**src/line_position_calibrated_sensors_unit_assert.svh**
```systemverilog
`ifndef LINE_POSITION_CALIBRATED_SENSORS_UNIT_ASSERT_SVH
`define LINE_POSITION_CALIBRATED_SENSORS_UNIT_ASSERT_SVH
// implication checked at every clock edge outside reset
`define LPCS_ASSERT_IMP(label, ante, cons) \
	label: assert property (@(posedge clk) disable iff (!arst_n) (ante) |-> (cons)) \
		else $error("assertion failed");
// next-cycle implication
`define LPCS_ASSERT_NEXT(label, ante, cons) \
	label: assert property (@(posedge clk) disable iff (!arst_n) (ante) |=> (cons)) \
		else $error("assertion failed");
`endif

```
**src/lpcs_pkg.sv**
```systemverilog
package lpcs_pkg;
	localparam int SENSOR_COUNT_DEF = 8;
	localparam int CAL_FRAMES_DEF = 10;
	localparam logic [9:0] FULL_SCALE = 10'd1023;
	localparam logic [1:0] MODE_LIT = 2'd0;
	localparam logic [1:0] MODE_DARK = 2'd1;
	localparam logic [1:0] STAT_VALID = 2'd0;
	localparam logic [1:0] STAT_UNCAL = 2'd1;
	localparam logic [1:0] STAT_CAL = 2'd2;
	localparam logic [0:0] REG_READ_MODE = 1'd0;
	localparam logic [0:0] REG_WHITE_LINE = 1'd1;
endpackage

```
**src/lpcs_ram.sv**
```systemverilog
module lpcs_ram #(
	parameter int WIDTH = 40,
	parameter int DEPTH = 8
) (
	input  logic                     clk,
	input  logic                     we,
	input  logic [$clog2(DEPTH)-1:0] waddr,
	input  logic [WIDTH-1:0]         wdata,
	input  logic [$clog2(DEPTH)-1:0] raddr,
	output logic [WIDTH-1:0]         rdata
);
	logic [WIDTH-1:0] mem [DEPTH];

	always_ff @(posedge clk) begin
		if (we) mem[waddr] <= wdata;
		rdata <= mem[raddr];
	end
endmodule

```
**src/line_position_calibrated_sensors_unit.sv**
```systemverilog
// A result follows the transfer that ends a line frame (with or without the position
// divide) or a calibration frame (after a bound sweep when that frame closes a round).
// A line reading does read, setup, a 21-step restoring divide and accumulate, a calibration
// reading read, round update and accumulate. A transfer is taken only in idle, so input is
// held while a reading or result is pending. Closing a round sweeps the bound memory.
// Reset (arst_n low, async): bounds read as lows 1023, highs 0; counters, sums, flags cleared.
module line_position_calibrated_sensors_unit #(
	parameter int SENSOR_COUNT = lpcs_pkg::SENSOR_COUNT_DEF,
	parameter int CAL_FRAMES = lpcs_pkg::CAL_FRAMES_DEF
) (
	input  logic        clk,
	input  logic        arst_n,
	input  logic        s_tvalid,
	output logic        s_tready,
	input  logic [23:0] s_tdata,   // sensor_index[2:0], value_on[12:3], value_off[22:13]
	input  logic        s_tuser,   // op
	output logic        m_tvalid,
	input  logic        m_tready,
	output logic [15:0] m_tdata,   // position[12:0], on_line[13], status[15:14]
	input  logic        cfg_valid,
	output logic        cfg_ready,
	input  logic        cfg_index,
	input  logic [1:0]  cfg_data
);
	import lpcs_pkg::*;

	localparam int AW = (SENSOR_COUNT > 1) ? $clog2(SENSOR_COUNT) : 1;
	localparam logic [12:0] TOP = 13'((SENSOR_COUNT - 1) * 1000);
	localparam logic [3:0] LAST_ROUND = 4'(CAL_FRAMES - 1);

	localparam logic [2:0] ST_IDLE = 3'd0;
	localparam logic [2:0] ST_READ = 3'd1;
	localparam logic [2:0] ST_CALC = 3'd2;
	localparam logic [2:0] ST_DIV  = 3'd3;
	localparam logic [2:0] ST_ACC  = 3'd4;
	localparam logic [2:0] ST_PDIV = 3'd5;
	localparam logic [2:0] ST_SWEEP = 3'd6;
	localparam logic [2:0] ST_OUT  = 3'd7;

	logic [2:0] state_q;
	logic [1:0] read_mode_q;
	logic       white_line_q;
	logic       op_q;
	logic [2:0] idx_q;
	logic [9:0] von_q, voff_q;
	logic [3:0] round_count_q;
	logic       lit_cal_q, dark_cal_q;
	logic [25:0] wtot_q;
	logic [12:0] vtot_q;
	logic        seen_q;
	logic [12:0] last_pos_q;
	logic [SENSOR_COUNT-1:0] cvalid_q;
	logic [AW:0] sweep_q;

	// divider
	logic [25:0] quo_q;
	logic [25:0] rem_q;
	logic [12:0] den_q;
	logic [4:0]  cnt_q;
	logic        zero_q;

	// memories: cal = {hd, ld, hl, ll}, round = {hd, ld, hl, ll}
	logic            cal_we, rnd_we;
	logic [AW-1:0]   cal_waddr, cal_raddr, rnd_raddr;
	logic [39:0]     cal_wdata, cal_rdata, rnd_wdata, rnd_rdata;

	lpcs_ram #(.WIDTH(40), .DEPTH(SENSOR_COUNT)) u_cal (
		.clk(clk), .we(cal_we), .waddr(cal_waddr), .wdata(cal_wdata),
		.raddr(cal_raddr), .rdata(cal_rdata)
	);
	lpcs_ram #(.WIDTH(40), .DEPTH(SENSOR_COUNT)) u_round (
		.clk(clk), .we(rnd_we), .waddr(idx_q[AW-1:0]), .wdata(rnd_wdata),
		.raddr(rnd_raddr), .rdata(rnd_rdata)
	);

	logic [AW-1:0] sweep_addr;
	assign sweep_addr = sweep_q[AW-1:0];
	assign cal_raddr = (state_q == ST_SWEEP) ? sweep_addr : idx_q[AW-1:0];
	assign rnd_raddr = cal_raddr;

	// reset view of the cal memory
	logic        cv_rd;
	logic [AW-1:0] cv_idx;
	logic [9:0]  ll, hl, ld, hd;
	always_comb begin
		cv_idx = cal_raddr;
		cv_rd = cvalid_q[cv_idx];
	end
	logic cv_rd_s1;
	always_ff @(posedge clk or negedge arst_n) begin
		if (!arst_n) cv_rd_s1 <= 1'b0;
		else cv_rd_s1 <= cv_rd;
	end
	assign ll = cv_rd_s1 ? cal_rdata[9:0]   : FULL_SCALE;
	assign hl = cv_rd_s1 ? cal_rdata[19:10] : 10'd0;
	assign ld = cv_rd_s1 ? cal_rdata[29:20] : FULL_SCALE;
	assign hd = cv_rd_s1 ? cal_rdata[39:30] : 10'd0;

	function automatic logic [10:0] comb_b(input logic [9:0] l, input logic [9:0] d);
		comb_b = (d < l) ? 11'd1023 : 11'({1'b0, l} + 11'd1023 - {1'b0, d});
	endfunction

	// scale operands
	logic [10:0] r_c, lo_c, hi_c;
	always_comb begin
		unique case (read_mode_q)
			MODE_LIT: begin
				r_c = {1'b0, von_q}; lo_c = {1'b0, ll}; hi_c = {1'b0, hl};
			end
			MODE_DARK: begin
				r_c = {1'b0, voff_q}; lo_c = {1'b0, ld}; hi_c = {1'b0, hd};
			end
			default: begin
				r_c = 11'({1'b0, von_q} + 11'd1023 - {1'b0, voff_q});
				lo_c = comb_b(ll, ld);
				hi_c = comb_b(hl, hd);
			end
		endcase
	end

	// round update
	logic [9:0] rll, rhl, rld, rhd;
	always_comb begin
		if (round_count_q == 4'd0) begin
			rll = von_q; rhl = von_q; rld = voff_q; rhd = voff_q;
		end else begin
			rll = (von_q < rnd_rdata[9:0]) ? von_q : rnd_rdata[9:0];
			rhl = (von_q > rnd_rdata[19:10]) ? von_q : rnd_rdata[19:10];
			rld = (voff_q < rnd_rdata[29:20]) ? voff_q : rnd_rdata[29:20];
			rhd = (voff_q > rnd_rdata[39:30]) ? voff_q : rnd_rdata[39:30];
		end
	end
	assign rnd_wdata = {rhd, rld, rhl, rll};
	assign rnd_we = (state_q == ST_CALC) && op_q;

	// widening sweep
	logic use_lit, use_dark;
	assign use_lit = (read_mode_q != MODE_DARK);
	assign use_dark = (read_mode_q != MODE_LIT);
	logic [9:0] nll, nhl, nld, nhd;
	always_comb begin
		nll = ll; nhl = hl; nld = ld; nhd = hd;
		if (use_lit) begin
			if (rnd_rdata[9:0] > hl) nhl = rnd_rdata[9:0];
			if (rnd_rdata[19:10] < ll) nll = rnd_rdata[19:10];
		end
		if (use_dark) begin
			if (rnd_rdata[29:20] > hd) nhd = rnd_rdata[29:20];
			if (rnd_rdata[39:30] < ld) nld = rnd_rdata[39:30];
		end
	end
	logic [AW:0] sweep_prev;
	assign sweep_prev = sweep_q - 1'b1;
	assign cal_we = (state_q == ST_SWEEP) && (sweep_q != '0);
	assign cal_waddr = sweep_prev[AW-1:0];
	assign cal_wdata = {nhd, nld, nhl, nll};

	// scaled value after divide
	logic [10:0] q_sat, v_c;
	assign q_sat = (quo_q > 26'd1000) ? 11'd1000 : quo_q[10:0];
	always_comb begin
		v_c = zero_q ? 11'd0 : q_sat;
		if (white_line_q) v_c = 11'd1000 - v_c;
	end

	logic [25:0] rem_sh;
	logic [25:0] sub_c;
	assign rem_sh = {rem_q[24:0], quo_q[25]};
	assign sub_c = rem_sh - {13'd0, den_q};

	// scale dividend, up to 2046 * 1000 in mode 2: 21 bits
	logic [25:0] prod_c;
	assign prod_c = {15'd0, 11'(r_c - lo_c)} * 26'd1000;

	logic s_acc;
	assign s_acc = s_tvalid && s_tready;
	assign s_tready = (state_q == ST_IDLE);
	assign cfg_ready = (state_q == ST_IDLE);
	assign m_tvalid = (state_q == ST_OUT);

	logic [12:0] pos_q;
	logic        online_q;
	logic [1:0]  status_q;
	assign m_tdata = {status_q, online_q, pos_q};

	logic last_c;
	assign last_c = (idx_q == 3'(SENSOR_COUNT - 1));

	always_ff @(posedge clk or negedge arst_n) begin
		if (!arst_n) begin
			state_q <= ST_IDLE;
			read_mode_q <= 2'd0;
			white_line_q <= 1'b0;
			round_count_q <= 4'd0;
			lit_cal_q <= 1'b0;
			dark_cal_q <= 1'b0;
			wtot_q <= '0;
			vtot_q <= '0;
			seen_q <= 1'b0;
			last_pos_q <= '0;
			cvalid_q <= '0;
			sweep_q <= '0;
			op_q <= 1'b0;
			idx_q <= '0;
			von_q <= '0;
			voff_q <= '0;
			quo_q <= '0;
			rem_q <= '0;
			den_q <= '0;
			cnt_q <= '0;
			zero_q <= 1'b0;
			pos_q <= '0;
			online_q <= 1'b0;
			status_q <= STAT_VALID;
		end else begin
			unique case (state_q)
				ST_IDLE: begin
					if (cfg_valid) begin
						if (cfg_index == REG_READ_MODE) read_mode_q <= cfg_data;
						else white_line_q <= cfg_data[0];
					end
					if (s_acc && (5'(s_tdata[2:0]) < 5'(SENSOR_COUNT))) begin
						op_q <= s_tuser;
						idx_q <= s_tdata[2:0];
						von_q <= s_tdata[12:3];
						voff_q <= s_tdata[22:13];
						state_q <= ST_READ;
					end
				end
				ST_READ: state_q <= ST_CALC;
				ST_CALC: begin
					if (op_q) begin
						state_q <= ST_ACC;
					end else begin
						zero_q <= (hi_c <= lo_c) || (r_c <= lo_c);
						quo_q <= prod_c << 5;
						rem_q <= '0;
						den_q <= {2'd0, 11'(hi_c - lo_c)};
						cnt_q <= 5'd21;
						state_q <= ST_DIV;
					end
				end
				ST_DIV: begin
					if (sub_c[25] == 1'b0) begin
						rem_q <= sub_c;
						quo_q <= {quo_q[24:0], 1'b1};
					end else begin
						rem_q <= rem_sh;
						quo_q <= {quo_q[24:0], 1'b0};
					end
					if (cnt_q == 5'd1) state_q <= ST_ACC;
					cnt_q <= cnt_q - 1'b1;
				end
				ST_ACC: begin
					logic [12:0] vt;
					logic [25:0] wt;
					logic        sn;
					vt = vtot_q; wt = wtot_q; sn = seen_q;
					if (!op_q) begin
						if (v_c > 11'd200) sn = 1'b1;
						if (v_c > 11'd50) begin
							vt = vtot_q + 13'(v_c);
							wt = wtot_q + 26'(v_c * 13'(idx_q) * 10'd1000);
						end
					end
					if (!last_c) begin
						vtot_q <= vt; wtot_q <= wt; seen_q <= sn;
						state_q <= ST_IDLE;
					end else begin
						vtot_q <= '0; wtot_q <= '0; seen_q <= 1'b0;
						pos_q <= '0; online_q <= 1'b0;
						if (op_q) begin
							status_q <= STAT_CAL;
							if (round_count_q == LAST_ROUND) begin
								round_count_q <= 4'd0;
								sweep_q <= '0;
								state_q <= ST_SWEEP;
							end else begin
								round_count_q <= round_count_q + 1'b1;
								state_q <= ST_OUT;
							end
						end else if ((use_lit && !lit_cal_q) || (use_dark && !dark_cal_q)) begin
							status_q <= STAT_UNCAL;
							state_q <= ST_OUT;
						end else begin
							status_q <= STAT_VALID;
							online_q <= sn;
							if (!sn) begin
								pos_q <= (last_pos_q < (TOP >> 1)) ? 13'd0 : TOP;
								state_q <= ST_OUT;
							end else if (vt == '0) begin
								last_pos_q <= '0;
								state_q <= ST_OUT;
							end else begin
								quo_q <= wt;
								rem_q <= '0;
								den_q <= vt;
								cnt_q <= 5'd26;
								state_q <= ST_PDIV;
							end
						end
					end
				end
				ST_PDIV: begin
					if (sub_c[25] == 1'b0) begin
						rem_q <= sub_c;
						quo_q <= {quo_q[24:0], 1'b1};
					end else begin
						rem_q <= rem_sh;
						quo_q <= {quo_q[24:0], 1'b0};
					end
					if (cnt_q == 5'd1) begin
						pos_q <= {quo_q[11:0], ~sub_c[25]};
						last_pos_q <= {quo_q[11:0], ~sub_c[25]};
						state_q <= ST_OUT;
					end
					cnt_q <= cnt_q - 1'b1;
				end
				ST_SWEEP: begin
					// read row sweep_q while writing row sweep_q-1
					if (sweep_q != '0) cvalid_q[sweep_prev[AW-1:0]] <= 1'b1;
					if (sweep_q == (AW+1)'(SENSOR_COUNT)) begin
						if (use_lit) lit_cal_q <= 1'b1;
						if (use_dark) dark_cal_q <= 1'b1;
						state_q <= ST_OUT;
					end
					sweep_q <= sweep_q + 1'b1;
				end
				ST_OUT: if (m_tready) state_q <= ST_IDLE;
				default: state_q <= ST_IDLE;
			endcase
		end
	end

	`include "line_position_calibrated_sensors_unit_assert.svh"
	`LPCS_ASSERT_IMP(a_out_idle, m_tvalid, !s_tready)
	`LPCS_ASSERT_NEXT(a_out_hold, m_tvalid && !m_tready, m_tvalid && $stable(m_tdata))
	`LPCS_ASSERT_IMP(a_pos_range, m_tvalid, m_tdata[12:0] <= TOP)
	`LPCS_ASSERT_IMP(a_cal_status, m_tvalid && m_tdata[15:14] == STAT_CAL, m_tdata[13:0] == '0)
endmodule
```
**config.mk**
```make
export PLATFORM = sky130hd
export DESIGN_NAME = line_position_calibrated_sensors_unit
export DESIGN_NICKNAME = d
export VERILOG_FILES = /design/src/lpcs_pkg.sv /design/src/lpcs_ram.sv /design/src/line_position_calibrated_sensors_unit.sv
export VERILOG_INCLUDE_DIRS = /design/src /design/src/src
export SDC_FILE = /design/constraint.sdc
export NUM_CORES = 2
export LEC_CHECK = 0
export BUFFER_PORTS_ARGS = -buffer_cell sky130_fd_sc_hd__buf_4
export CAP_MARGIN = 20
export CORE_MARGIN = 2
export CORE_UTILIZATION = 58
export CTS_CLUSTER_SIZE = 10
export DETAILED_ROUTE_END_ITERATION = 10
export PLACE_DENSITY = 0.77
export SLEW_MARGIN = 15
export SYNTH_ARGS = -nofsm -noshare
export SYNTH_HDL_FRONTEND = slang
export SYNTH_SLANG_ARGS = --single-unit
```
**constraint.sdc**
```tcl
create_clock -name clk -period 9.1 [get_ports clk]
set_input_delay 0.455 -clock clk [delete_from_list [all_inputs] [get_ports clk]]
set_output_delay 0.455 -clock clk [all_outputs]
set_load 0.01 [all_outputs]
```
==> flow_summary.toml <==
[clock_network]
cts_tree = "built"
cts_buffers = 102
clock_latency_ns = 0.71
cts_root_buf = "clkbuf_16"
clockBufferDepth = 3
cts_sinks = 903
htreeDepth = 3
clk_pin_slew_worst_paths_ns = 0.06

[yosys]
yosys-top-cells-count = "edfxtp_1 (640), ha_1 (299), inv_1 (295)"
synthArstFlopShare = 0.2027
yosysMostFrequentCell = "edfxtp_1"
synth.top_cell.area_share = 0.4040
post_synth_and_or_nand_nor_area_fraction = 0.06657
synthesis.area_um2 = 47570
synth-seq-cells = 903
synth_top_area_cell = "edfxtp_1"
synth_mux_area_frac = 0.1303
yosys.area_share.adder = 0.1174
synth_nets = 4002
avgSynthCellArea_um2 = 13.29
yosysWarnings = 0
synth-compound-area-share = 0.09138
synth_top_family_by_area = "multiplexers"
postSynthCellCount = 3578
synth_edf_count = 640
yosys-top-cells-area = "edfxtp_1 (40%), dfrtp_1 (9.6%), ha_1 (7.9%)"
synthXorXnorAreaFrac = 0.02504
ys_types = 85
synth-seq-area-share = 0.5339
yosys_most_used_dff = "edfxtp_1"

[sta]
post-route-period-util = 1.016
report.final.slew_viol_count = 0
relSlewSlack = 0.2524
setup_ws_ns = -0.1430
hold_violations = 0
worst_slew_pin_slew_ns = 1.121
clock.fmax_mhz = 108.2
rsz0062_at_grt = "yes"
fin_skew_ns = 0.07046
setup_viol_count_final = 7
period_needed_ns = 9.243

[detailed_routing]
vias = 30900
ant_nets = 0
dr.pass1.iters = 7
wl_per_cell_um = 23.80
vias_per_cell = 6.185
drc = 0
drt_iter0_drc = 2975
finalWirelength_um = 118900

[layout]
finish.net_count = 4269
area_delta_synth_final_pct = 14.95
drive_gt1_frac = 0.2260
layout.cells.non_filler = 4996
design_area_um2 = 54680

[worst_setup_path]
cp_max_fo = 4
cp-start-kind = "register"
cp_data_required_time_ns = 9.59
r2r_slack_ns = -0.14
critical_path_depth = 45
cp_top_family = "adder cells"
worstPathArrival_ns = 9.73
r2r_end = "quo_q[24]"
startpoint = "quo_q[20]"
critPathKind = "reg2reg"
max_stage_delay_ns = 0.49
r2r_start = "quo_q[20]"
reg2regPathDepth = 45
path_buf_inv = 7
crit_slowest_cell = "fa_1"
endpoint = "quo_q[24]"
end_kind = "register"

[global_route]
grt.total_usage = 0.2804
antenna_found_initial = 5
grt_pass1_wl_um = 181500
grt_pass1_vias = 31070
gr-total-overflow = 0
grt_max_degree = 125

[die]
rows = 105
fp.dieH_um = 290.4
die_area_um2 = 84320
coreArea_um2 = 81580
die_w_um = 290.4
initial_utilization = 0.5831
num_io_pins = 52

[placed_design]
dpl_cell_area_um2 = 50750
gp_congestion = 0.9555
dp_hpwl_um = 75590
dp.cells = 4783
port_buffers = 50

[worst_hold_path]
hold_path_class = "in2reg"
min_from = "s_tdata[10]"

[run]
cap_viol_max_count = 0

[status]
violations = "setup timing"
status = "finished with violations"
==> registers in the layout, indices dropped and copies added (netlist names), 11 cells and up <==
signal / count
u_cal.rdata: 40
u_round.rdata: 40
wtot_q: 23
u_cal.mem: 320
rem_q: 25
den_q: 13
vtot_q: 13
last_pos_q: 11
u_round.mem: 320
quo_q: 26
pos_q: 13
==> cells in the final DEF (no fill, tap or decap), types with 21 or more instances in the layout <==
cell type,n
edfxtp_1,640
inv_1,286
buf_4,286
ha_1,284
nand2_1,200
dfrtp_1,182
mux4_2,162
o21ai_0,157
nor2_1,142
a21oi_1,132
mux2_2,122
clkbuf_16,102
mux2i_1,94
fa_1,91
xnor2_1,89
dfxtp_1,80
clkbuf_1,69
a21o_1,55
a22o_1,46
nand2b_1,45
nor3_1,38
nor2b_1,37
nand3_1,33
xor2_1,32
o21a_1,31
nand4_1,23
a211oi_1,21
==> worst min path at each step <==
stage | end | depth (start not counted)
final | von_q[7] | 2
after floorplan | cnt_q[0] | 0
after global placement | cvalid_q[0] | 1
after global routing | von_q[7] | 2
after CTS | von_q[8] | 2
after detailed placement | cvalid_q[7] | 1
==> cells by family (layout without fill, tap and decap cells) <==
family	after synthesis	count (layout)
adder cells (fa/ha/maj)	391	391
AO/OA/AOI/OAI	656	656
other	0	1
AND/OR/NAND/NOR	661	661
multiplexers	399	399
buffers and inverters	432	779
XOR/XNOR	136	136
flip-flops	903	903
==> final cells by class <==
class / count / area, um^2
Antenna cell: 1 / 2.502
Inverter: 295 / 1112
Sequential cell: 903 / 25400
Clock inverter: 12 / 249.0
Tap cell: 1070 / 1339
Fill cell: 5622 / 26900
Clock buffer: 172 / 2825
Timing Repair Buffer: 300 / 2312
Multi-Input combinational cell: 2243 / 21440
==> metal layers <==
layer	share of wire	global-route usage	vias up
li1	-	-	13810
met1	0.39	0.3682	15410
met2	0.49	0.4713	1377
met3	0.074	0.04023	302
met4	0.043	0.1170	4
met5	0.00023	0	-
==> through the flow <==
stage	setup WS, ns	util	hold slack, ns	setup TNS (ns)
after floorplan	-0.004644	-	0.1594	-0.004644
after detailed placement	-0.3280	0.6221	0.4503	-2.184
after global placement	-0.1956	0.6220	0.4464	-0.9893
final	-0.1430	0.6702	0.01855	-0.5819
after CTS	-0.1701	0.6634	0.0003371	-0.6774
after global routing	-0.5518	0.6702	0.002774	-5.316
==> what timing repair did <==
item,CTS,global route
hold buffers,1,2
resized for setup,43,90
setup buffers,11,12
pin swaps,38,39
setup endpoints to repair,15,23
endpoints found under the hold margin,74,2
Power is not shown: default switching activity piles up to over one toggle a cycle in this logic, so the estimate is an artifact.
